==> config.mk <==
export PLATFORM = sky130hd
export DESIGN_NAME = sbfga_axis_lane
export DESIGN_NICKNAME = d
export VERILOG_FILES = /design/src/sbfga_pkg.sv /design/src/sbfga_axis_lane.sv
export SDC_FILE = /design/constraint.sdc
export NUM_CORES = 1
export LEC_CHECK = 0
export ABC_AREA = 0
export BUFFER_PORTS_ARGS = -buffer_cell sky130_fd_sc_hd__clkbuf_2
export CAP_MARGIN = 5
export CORE_AREA = 2 2 185 151
export CTS_CLUSTER_SIZE = 8
export DETAILED_ROUTE_END_ITERATION = 16
export DIE_AREA = 0 0 187 153
export PLACE_DENSITY = 0.55
export SETUP_SLACK_MARGIN = 0.15
export SYNTH_ARGS = -nofsm -noshare
export SYNTH_HDL_FRONTEND = slang
export SYNTH_SLANG_ARGS = --single-unit
==> constraint.sdc <==
create_clock -name clk -period 10.2 [get_ports clk]
set_input_delay 2.04 -clock clk [delete_from_list [all_inputs] [get_ports clk]]
set_output_delay 2.04 -clock clk [all_outputs]
set_load 0.02 [all_outputs]
==> src/sbfga_pkg.sv <==
// Shared types and constants for the serial-bus frame to gamepad axes decoder.
`timescale 1ns / 1ps

package sbfga_pkg;

	// Input beat kinds
	localparam logic KIND_BYTE = 1'b0;
	localparam logic KIND_GAP  = 1'b1;

	// Frame framing bytes and layout
	localparam logic [7:0] START_BYTE = 8'h0F;
	localparam logic [7:0] END_BYTE   = 8'h00;
	localparam int unsigned BODY_LEN  = 23;
	localparam int unsigned COUNT_W   = 5;
	localparam int unsigned FLAG_IDX  = BODY_LEN - 1;
	localparam int unsigned LOST_BIT_POS     = 2;
	localparam int unsigned FAILSAFE_BIT_POS = 3;

	// Channel and axis geometry
	localparam int unsigned CH_W     = 11;
	localparam int unsigned NUM_AXES = 8;
	localparam logic [CH_W-1:0] CH_LOW  = 11'd200;
	localparam logic [CH_W-1:0] CH_HIGH = 11'd1800;

	// Scaling: floor(d * 2047 / 1600) by reciprocal multiply
	localparam int unsigned PROD_W      = 2 * CH_W;
	localparam int unsigned RECIP_SHIFT = 32;
	localparam int unsigned RECIP_W     = 22;
	localparam logic [RECIP_W-1:0] RECIP = 22'd2684355;

	// Register reset value
	localparam logic [NUM_AXES-1:0] REVERSE_RESET = 8'h02;

	// Per-stage move enables of the scaling pipeline
	typedef struct packed {
		logic en_s1;
		logic en_s2;
		logic en_s3;
		logic en_out;
	} sbfga_pipe_en_t;

	// Source channel of each output axis, in output order
	function automatic logic [2:0] axis_source(input logic [2:0] axis);
		logic [2:0] ch;
		case (axis)
			3'd0:    ch = 3'd3;
			3'd1:    ch = 3'd2;
			3'd2:    ch = 3'd0;
			3'd3:    ch = 3'd1;
			default: ch = axis;
		endcase
		return ch;
	endfunction

endpackage

==> src/sbfga_axis_lane.sv <==
// One axis lane: clamp, scale to 0..2047 and optional invert, pipelined.
`timescale 1ns / 1ps

module sbfga_axis_lane (
	input  logic                          clk,
	input  sbfga_pkg::sbfga_pipe_en_t     pipe_en,
	input  logic [sbfga_pkg::CH_W-1:0]    raw,
	input  logic                          inv,
	output logic [sbfga_pkg::CH_W-1:0]    axis
);

	import sbfga_pkg::*;

	logic [CH_W-1:0]                clamped;
	logic [CH_W-1:0]                d_s1;
	logic                           inv_s1;
	logic [PROD_W-1:0]              y_s2;
	logic                           inv_s2;
	logic [PROD_W+RECIP_W-1:0]      prod;
	logic [CH_W-1:0]                q_s3;
	logic                           inv_s3;
	logic [CH_W-1:0]                axis_q;

	// Clamp the raw channel into the valid span
	always_comb begin
		if (raw < CH_LOW) begin
			clamped = CH_LOW;
		end else if (raw > CH_HIGH) begin
			clamped = CH_HIGH;
		end else begin
			clamped = raw;
		end
	end

	// Stage 1: offset from the low end
	always_ff @(posedge clk) begin
		if (pipe_en.en_s1) begin
			d_s1   <= clamped - CH_LOW;
			inv_s1 <= inv;
		end
	end

	// Stage 2: times 2047 as shift and subtract
	always_ff @(posedge clk) begin
		if (pipe_en.en_s2) begin
			y_s2   <= {d_s1, {CH_W{1'b0}}} - {{CH_W{1'b0}}, d_s1};
			inv_s2 <= inv_s1;
		end
	end

	// Stage 3: divide by 1600 through the reciprocal
	assign prod = (PROD_W+RECIP_W)'(y_s2) * (PROD_W+RECIP_W)'(RECIP);

	always_ff @(posedge clk) begin
		if (pipe_en.en_s3) begin
			q_s3   <= prod[RECIP_SHIFT +: CH_W];
			inv_s3 <= inv_s2;
		end
	end

	// Output: invert as 2047 minus value
	always_ff @(posedge clk) begin
		if (pipe_en.en_out) begin
			axis_q <= inv_s3 ? ~q_s3 : q_s3;
		end
	end

	assign axis = axis_q;

endmodule

==> qor.csv, run 1 <==
metric,value,unit
timing.critical_path.slowest_cell_delay,0.66,ns
clkTransAtPathRegs,0.06,ns
drt-initial-drc-count,331,
yosysUniqueCellTypes,64,
drv_cap,0,
crit_top_cell,sky130_fd_sc_hd__fa_1,
route.detailed.wl_per_inst,17.52,microns
cts_resized,0,
r2r_end,q_s3[10],
post-dp-hpwl,23.44,mm
final_cell_mix,"sky130_fd_sc_hd__inv_1 (328), sky130_fd_sc_hd__ha_1 (235), sky130_fd_sc_hd__fa_1 (177)",
design.portCount,28,
hold_viol_final,0,
die_area,28610,sq um
grt_overflow,0,
final_max_slew_viol_count,0,
min_period_over_period,65.50,%
cp_max_fo,8,
worst_ep_arrival_time,6.77,ns
place.port_buffers,27,
synth_edf_count,58,
cell_by_cell_listing_of_the_critical_path,ha_1 -> inv_1 -> fa_1 -> fa_1 -> fa_1 -> inv_1 -> fa_1 -> fa_1 -> inv_1 -> fa_1 -> inv_1 -> ha_1 -> a21oi_1 -> o21ai_0 -> nor2_1 -> a221oi_2 -> a2111oi_2 -> nor2_1 -> a211o_1,
finalSetupTns,0,ns
clock-skew-final,0.01553,ns
holdCritPathClass,reg2reg,
detail_route.wirelength,26.07,mm
start_util,42.21,%
global_router_s_overall_resource_usage,19.34,%
cts_buffers,9,
synthToLayoutAreaGrowth,7.903,%
filler_cell_count,2567,
antenna_found_initial,0,
drc_errors,0,
finish.net_count,1548,
worst-r2r-cell-count,19,
ys_ff_latch,58,
worstPathBufferInverterCount,4,
detail-route-antenna-nets,0,
crit_slowest_cell,sky130_fd_sc_hd__a2111oi_2,
clock_insertion_delay_worst_skew,0.35,ns
mappedNetlistArea,11320,sq um
min_to,inv_s2,
numClockSinks,58,
num_antenna_cells,0,
maxClockFrequency,0.1497,GHz
layout_commonest_cell,sky130_fd_sc_hd__inv_1,
core_area,26820,sq um
top_flip_flop_cell_by_instance_count_after_synthesis,sky130_fd_sc_hd__edfxtp_1,
whs,0.4193,ns
timing.rr.start,y_s2[8],
worst_ep_required_time,10.29,ns
synth_warnings,0,
whs_path_depth,0,
setup_viol_count_final,0,
h-tree-depth,3,
dieWidth,187,microns
cts-root-to-sink-buffers,2,
crit_type,reg2reg,
route.vias.total,7267,
grt_start_max_net_pins,24,
routed_via_density,4.884,
via_count_of_the_first_global_routing_pass,7582,
worst_slew_margin_rel,58.25,%
syn-mean-instance-area,10.41,sq um
dr.pass1.iters,5,
result_of_the_run,"finished, final reports clean",
finalWeightedCongestion,0.8976,
tightestPinTransition,0.6251,ns
r2r_setup_slack,3.52,ns
async_reset_ff_share,0,%
critical_path.endpoint_type,register,
hp-start,inv_s1,
cts_tree,done,
synth.yosys.seq_area_share,15.38,%
post_cts.repair.setup_buffers,0,
global_route_wire_length_before_repair,42.07,mm
startpoint_type,register,
count_of_mapped_cells_out_of_synthesis,1087,
cts_hold_buffers,0,
std_cell_rows,54,
setup_repair_after_global_routing_missed_its_margin,false,
finalWorstPathRequiredPeriod,6.681,ns
clk_root_buffer_cell,sky130_fd_sc_hd__clkbuf_16,
die_height,153,microns
final_layout_size_suffix_gt1_share,5.160,%
net_count_after_synthesis,1516,
critPathTopFamily,adder cells,
## per-layer routing
| metal | wire length (microns) | part of all wire [%] | track usage, % |
|---|---|---|---|
| met5 | 0 | 0 | 0 |
| met4 | 386 | 1.5 | 4.195 |
| met3 | 1334 | 5.1 | 4.340 |
| met2 | 10740 | 41 | 27.62 |
| met1 | 13610 | 52 | 29.69 |
## stage by stage
step | util [%] | setup WS (ns) | cells | area [sq um]
after floorplan | - | 4.189 | 1087 | 11320
after global placement | 44.32 | 3.559 | 1472 | 11890
after detailed placement | 44.32 | 3.491 | 1472 | 11890
after CTS | 45.54 | 3.485 | 1488 | 12220
after global routing | 45.54 | 3.158 | 1488 | 12220
final | 45.54 | 3.519 | 1488 | 12220
## cell usage after synthesis (2+ instances only)
master	number	area, sq um
sky130_fd_sc_hd__a211oi_1	4	30.03
sky130_fd_sc_hd__a21o_1	17	127.6
sky130_fd_sc_hd__a21oi_1	31	155.2
sky130_fd_sc_hd__a221o_1	2	20.02
sky130_fd_sc_hd__a311oi_1	2	17.52
sky130_fd_sc_hd__a31o_2	2	17.52
sky130_fd_sc_hd__a31oi_1	3	18.77
sky130_fd_sc_hd__and2_1	6	37.54
sky130_fd_sc_hd__and3_1	4	25.02
sky130_fd_sc_hd__and4_1	3	26.28
sky130_fd_sc_hd__clkbuf_1	5	18.77
sky130_fd_sc_hd__edfxtp_1	58	1742
sky130_fd_sc_hd__fa_1	177	3543
sky130_fd_sc_hd__ha_1	235	2940
sky130_fd_sc_hd__inv_1	328	1231
sky130_fd_sc_hd__mux2_2	3	33.78
sky130_fd_sc_hd__mux2i_1	4	40.04
sky130_fd_sc_hd__nand2_1	28	105.1
sky130_fd_sc_hd__nand2b_1	5	31.28
sky130_fd_sc_hd__nand3_1	11	55.05
sky130_fd_sc_hd__nand4_1	5	31.28
sky130_fd_sc_hd__nor2_1	32	120.1
sky130_fd_sc_hd__nor2b_1	2	12.51
sky130_fd_sc_hd__nor3_1	10	50.05
sky130_fd_sc_hd__nor3_2	2	20.02
sky130_fd_sc_hd__nor4_1	5	31.28
sky130_fd_sc_hd__o2111ai_1	2	17.52
sky130_fd_sc_hd__o211ai_1	3	22.52
sky130_fd_sc_hd__o21a_1	6	45.04
sky130_fd_sc_hd__o21ai_0	10	50.05
sky130_fd_sc_hd__o21ai_1	7	35.03
sky130_fd_sc_hd__o221ai_1	3	26.28
sky130_fd_sc_hd__o311ai_1	2	17.52
sky130_fd_sc_hd__o31ai_1	3	22.52
sky130_fd_sc_hd__or3_1	4	25.02
sky130_fd_sc_hd__xnor2_1	18	157.7
sky130_fd_sc_hd__xor2_1	18	157.7
## layout make-up
| cell class | instances | area [sq um] | share of cell area [%] |
|---|---|---|---|
| Tap cell | 364 | 455.4 | 3.728 |
| Timing Repair Buffer | 27 | 135.1 | 1.106 |
| Clock inverter | 7 | 101.3 | 0.8297 |
| Clock buffer | 9 | 225.2 | 1.844 |
| Multi-Input combinational cell | 695 | 8325 | 68.16 |
| Sequential cell | 58 | 1742 | 14.26 |
| Inverter | 328 | 1231 | 10.08 |
## sequential cells by signal, summed over array words and instances, names as in the netlist
register  flops
d_s1         11
axis         11
y_s2         22
inv_s2        1
inv_s3        1
q_s3         11
inv_s1        1
## cells by family after synthesis
group	Yosys count	share of synthesized area [%]
xor+xnor	36	2.785
buf+inv	334	11.07
simple gates	128	5.924
fa+ha+maj	412	57.27
compound gates	112	6.908
mux	7	0.6521
flops	58	15.38
## how the worst max path moves through the flow
stage	start	to	slack, ns	depth (start not counted)
finish	y_s2[8]	q_s3[10]	3.52	19
global placement	y_s2[8]	q_s3[10]	3.56	19
floorplan	y_s2[8]	q_s3[10]	4.19	19
global route	y_s2[8]	q_s3[10]	3.16	19
CTS	y_s2[8]	q_s3[10]	3.48	19
detailed placement	y_s2[8]	q_s3[10]	3.49	19
Power of run 1 is left out: the tool's default activity adds up to more than one toggle a clock period on the data nets, which glitch-free logic cannot reach.
==> run 2: changes to the inputs <==
- clock period: 10.2 -> 6.3 ns (I/O delays scaled with it)
==> qor.csv, run 2 (synthesis results as in run 1) <==
metric,value,unit
largest_register_ff_count,22,
cts_buffers,9,
grt_overflow,0,
regMostFlops,y_s2,
worst_ep_arrival_time,6.25,ns
std_cell_rows,54,
cts_tree,done,
dr.pass1.iters,5,
drv_cap,0,
cts-root-to-sink-buffers,2,
timing.rr.start,y_s2[9],
min_period_over_period,96.41,%
setup_ws,0.2263,ns
grt_start_max_net_pins,24,
finalSetupTns,0,ns
synthToLayoutAreaGrowth,18.94,%
start_util,42.21,%
route.vias.total,7649,
critical_path.endpoint_type,register,
global_route_wire_length_before_repair,42.45,mm
worst_slew_margin_rel,60.25,%
dieWidth,187,microns
detail_route.wirelength,26.95,mm
finalWorstPathRequiredPeriod,6.074,ns
clock_insertion_delay_worst_skew,0.35,ns
numClockSinks,58,
finalWeightedCongestion,0.9063,
holdCritPathClass,reg2reg,
layout_commonest_cell,sky130_fd_sc_hd__inv_1,
preCtsSetupSlack,0.02239,ns
finish.net_count,1626,
detail-route-antenna-nets,0,
maxClockFrequency,0.1646,GHz
setup_repair_after_global_routing_missed_its_margin,true,
routed_via_density,4.884,
clk_root_buffer_cell,sky130_fd_sc_hd__clkbuf_16,
antenna_found_initial,0,
clock-skew-final,0.008549,ns
clkTransAtPathRegs,0.06,ns
die_area,28610,sq um
setup_viol_count_final,0,
global_router_s_overall_resource_usage,19.35,%
route.detailed.wl_per_inst,17.21,microns
core_area,26820,sq um
result_of_the_run,"finished, final reports clean",
post-dp-hpwl,23.29,mm
h-tree-depth,3,
final_max_slew_viol_count,0,
worst_ep_required_time,6.47,ns
design.portCount,28,
final_layout_size_suffix_gt1_share,18.22,%
startpoint_type,register,
via_count_of_the_first_global_routing_pass,7848,
final_cell_mix,"sky130_fd_sc_hd__inv_1 (308), sky130_fd_sc_hd__ha_1 (197), sky130_fd_sc_hd__fa_1 (173)",
hp-start,inv_s1,
cts_hold_buffers,0,
num_antenna_cells,0,
place.port_buffers,27,
cp_max_fo,5,
startpoint,y_s2[9],
tightestPinTransition,0.5962,ns
drc_errors,0,
drt-initial-drc-count,432,
hold_viol_final,0,
crit_type,reg2reg,
die_height,153,microns
-- run 2: changes by cell type in the layout (fill, tap and decap cells not counted), moves of 4 or more --
| cell | delta |
|---|---|
| sky130_fd_sc_hd__inv_1 | -20 |
| sky130_fd_sc_hd__buf_4 | +65 |
| sky130_fd_sc_hd__a21oi_1 | -5 |
| sky130_fd_sc_hd__ha_2 | +5 |
| sky130_fd_sc_hd__a21oi_4 | +4 |
| sky130_fd_sc_hd__inv_2 | +20 |
| sky130_fd_sc_hd__fa_1 | -4 |
| sky130_fd_sc_hd__ha_4 | +33 |
| sky130_fd_sc_hd__ha_1 | -38 |
| sky130_fd_sc_hd__buf_6 | +11 |
| sky130_fd_sc_hd__fa_2 | +4 |
-- run 2: metrics by stage --
stage                     instance area [sq um]  utilization (%)  cells  hold WS, ns
after floorplan                           11320                -   1087       0.4003
after global placement                    12140            45.27   1506       0.4009
after detailed placement                  12140            45.27   1506       0.4072
after CTS                                 12730            47.47   1538       0.4198
after global routing                      13470            50.20   1566       0.4301
final                                     13470            50.20   1566       0.4199
-- run 2: critical path, stage by stage, from the launching register on --
cell and delay (ns):
sky130_fd_sc_hd__edfxtp_1 0.44, sky130_fd_sc_hd__buf_6 0.18, sky130_fd_sc_hd__buf_4 0.14, sky130_fd_sc_hd__fa_1 0.55, sky130_fd_sc_hd__ha_1 0.20, sky130_fd_sc_hd__inv_1 0.08, sky130_fd_sc_hd__fa_1 0.53, sky130_fd_sc_hd__inv_1 0.06
sky130_fd_sc_hd__fa_1 0.46, sky130_fd_sc_hd__fa_1 0.51, sky130_fd_sc_hd__fa_1 0.50, sky130_fd_sc_hd__ha_1 0.35, sky130_fd_sc_hd__ha_4 0.30, sky130_fd_sc_hd__and3_4 0.18, sky130_fd_sc_hd__and4_4 0.27, sky130_fd_sc_hd__nand2_2 0.07
sky130_fd_sc_hd__o41ai_4 0.23, sky130_fd_sc_hd__a2111oi_2 0.09, sky130_fd_sc_hd__buf_4 0.17, sky130_fd_sc_hd__or4b_1 0.50, sky130_fd_sc_hd__o311ai_1 0.09
-- run 2: worst paths after layout --
path	to	slack, ns	depth (start not counted)
setup / recovery	q_s3[9]	0.23	20
hold / removal	inv_s2	0.42	0
setup reg to reg	q_s3[9]	0.23	20
hold reg to reg	inv_s2	0.42	0
-- run 2: cell type report --
type | count | area, sq um
inverter | 328 | 1231
clock inverter | 7 | 125.1
clock buffer | 9 | 225.2
tap | 364 | 455.4
multi-input combinational | 695 | 8900
fill | 2508 | 13360
timing repair buffer | 105 | 787.0
sequential | 58 | 1742
-- run 2: timing repair --
| action | 4_1_cts | 5_1_grt |
|---|---|---|
| pin swaps | 6 | 44 |
| gates resized for setup | 15 | 93 |
| setup endpoints to repair | 5 | 11 |
| buffers inserted | 16 | 28 |
| endpoints found under the hold margin | 0 | 0 |
-- run 2: routing by layer --
metal / wire length [microns] / global-route usage [%]
met1: 13700 / 29.57
met2: 11720 / 28.73
met4: 260 / 3.401
met5: 0 / 0
met3: 1281 / 3.651
Power of run 2 is left out for the same reason.
==> run 3: changes to the inputs <==
- CORE_AREA: 2 2 185 151 -> 5 5 188 154
- DIE_AREA: 0 0 187 153 -> 0 0 193 159
- clock period: 6.3 -> 7.5 ns (I/O delays scaled with it)
==> qor.csv, run 3 (synthesis results as in run 1) <==
metric,value,unit
result_of_the_run,"finished, final reports clean",
min_period_over_period,89.21,%
post_cts.repair.setup_buffers,0,
core_area,26820,sq um
final_cell_mix,"sky130_fd_sc_hd__inv_1 (328), sky130_fd_sc_hd__ha_1 (235), sky130_fd_sc_hd__fa_1 (177)",
global_router_s_overall_resource_usage,18.09,%
die_area,30690,sq um
route.top_layer_used,met4,
final_max_slew_viol_count,0,
crit_top_cell,sky130_fd_sc_hd__fa_1,
global_route_wire_length_before_repair,42.64,mm
route.detailed.wl_per_inst,17.63,microns
std_cell_rows,54,
worst_slew_margin_rel,54.98,%
timing.critical_path.slowest_cell_delay,0.69,ns
final_layout_size_suffix_gt1_share,5.160,%
antenna_found_initial,0,
largest_register_ff_count,22,
cell_by_cell_listing_of_the_critical_path,ha_1 -> inv_1 -> fa_1 -> fa_1 -> fa_1 -> inv_1 -> fa_1 -> fa_1 -> inv_1 -> fa_1 -> inv_1 -> ha_1 -> a21oi_1 -> o21ai_0 -> nor2_1 -> a221oi_2 -> a2111oi_2 -> nor2_1 -> a211o_1,
hp-start,inv_s1,
dr.pass1.iters,5,
post-dp-hpwl,23.74,mm
cts_resized,0,
holdCritPathClass,reg2reg,
num_antenna_cells,0,
finish.net_count,1548,
r2r_end,q_s3[10],
detail_route.wirelength,26.23,mm
detail-route-antenna-nets,0,
route.met2.wl,11.15,mm
dieWidth,193,microns
cts_buffers,9,
drt-initial-drc-count,364,
regMostFlops,y_s2,
die_height,159,microns
start_util,42.21,%
finalWeightedCongestion,0.8839,
r2r_setup_slack,0.81,ns
filler_cell_count,2625,
finalWorstPathRequiredPeriod,6.691,ns
cts_tree,done,
detailed_route_wire_length_on_metal_1,13.62,mm
synthToLayoutAreaGrowth,7.903,%
design.portCount,28,
finalSetupTns,0,ns
tightestPinTransition,0.6740,ns
finalInstanceArea,12220,sq um
crit_slowest_cell,sky130_fd_sc_hd__a2111oi_2,
maxClockFrequency,0.1495,GHz
whs_path_depth,0,
crit_type,reg2reg,
routed_via_density,4.900,
h-tree-depth,3,
setup_viol_count_final,0,
setup_ws,0.8092,ns
clock_insertion_delay_worst_skew,0.34,ns
worst_ep_required_time,7.58,ns
grt_start_max_net_pins,24,
cts_hold_buffers,0,
grt_overflow,0,
worst_ep_arrival_time,6.77,ns
route.met3.wl,1.200,mm
via_count_of_the_first_global_routing_pass,7683,
worst-r2r-cell-count,19,
critical_path.endpoint_type,register,
startpoint_type,register,
numClockSinks,58,
layout_commonest_cell,sky130_fd_sc_hd__inv_1,
cp_max_fo,8,
clkTransAtPathRegs,0.05,ns
hold_viol_final,0,
critPathTopFamily,adder cells,
drv_cap,0,
setup_repair_after_global_routing_missed_its_margin,false,
whs,0.4179,ns
postPlaceCellArea,11890,sq um
route.vias.total,7291,
cts-root-to-sink-buffers,2,
clock-skew-final,0.01269,ns
place.port_buffers,27,
worstPathBufferInverterCount,4,
timing.rr.start,y_s2[8],
min_to,inv_s2,
preCtsSetupSlack,0.7833,ns
clk_root_buffer_cell,sky130_fd_sc_hd__clkbuf_16,
drc_errors,0,
[run 3: cell count changes in the layout (fill, tap and decap cells not counted), moves of 4 or more]
cell	before	now
sky130_fd_sc_hd__ha_1	197	235
sky130_fd_sc_hd__a21oi_1	26	31
sky130_fd_sc_hd__ha_2	5	0
sky130_fd_sc_hd__inv_1	308	328
sky130_fd_sc_hd__fa_1	173	177
sky130_fd_sc_hd__fa_2	4	0
sky130_fd_sc_hd__ha_4	33	0
sky130_fd_sc_hd__buf_4	65	0
sky130_fd_sc_hd__inv_2	20	0
sky130_fd_sc_hd__buf_6	11	0
sky130_fd_sc_hd__a21oi_4	4	0
[run 3: layout make-up]
type	count	area, sq um	share of cell area, %
tap	364	455.4	3.728
multi-input combinational	695	8325	68.16
clock buffer	9	225.2	1.844
inverter	328	1231	10.08
sequential	58	1742	14.26
timing repair buffer	27	135.1	1.106
clock inverter	7	101.3	0.8297
[run 3: routing by layer]
metal / GRT usage (%) / vias to the layer above
li1: - / 3555
met1: 28.81 / 3600
met2: 25.92 / 117
met3: 3.485 / 19
met4: 2.831 / 0
met5: 0 / -
[run 3: worst max-delay path by stage]
stage | start | endpoint | slack (ns) | cells past startpoint
after floorplan | y_s2[8] | q_s3[10] | 1.49 | 19
after global placement | y_s2[8] | q_s3[10] | 0.86 | 19
after detailed placement | y_s2[8] | q_s3[10] | 0.78 | 19
after CTS | y_s2[8] | q_s3[10] | 0.76 | 19
after global routing | y_s2[8] | q_s3[10] | 0.38 | 19
final | y_s2[8] | q_s3[10] | 0.81 | 19
[run 3: per-stage QoR]
step / cells / utilization, %
floorplan: 1087 / -
global placement: 1472 / 44.32
detailed placement: 1472 / 44.32
CTS: 1488 / 45.54
global route: 1488 / 45.54
finish: 1488 / 45.54
Power of run 3 is left out for the same reason.
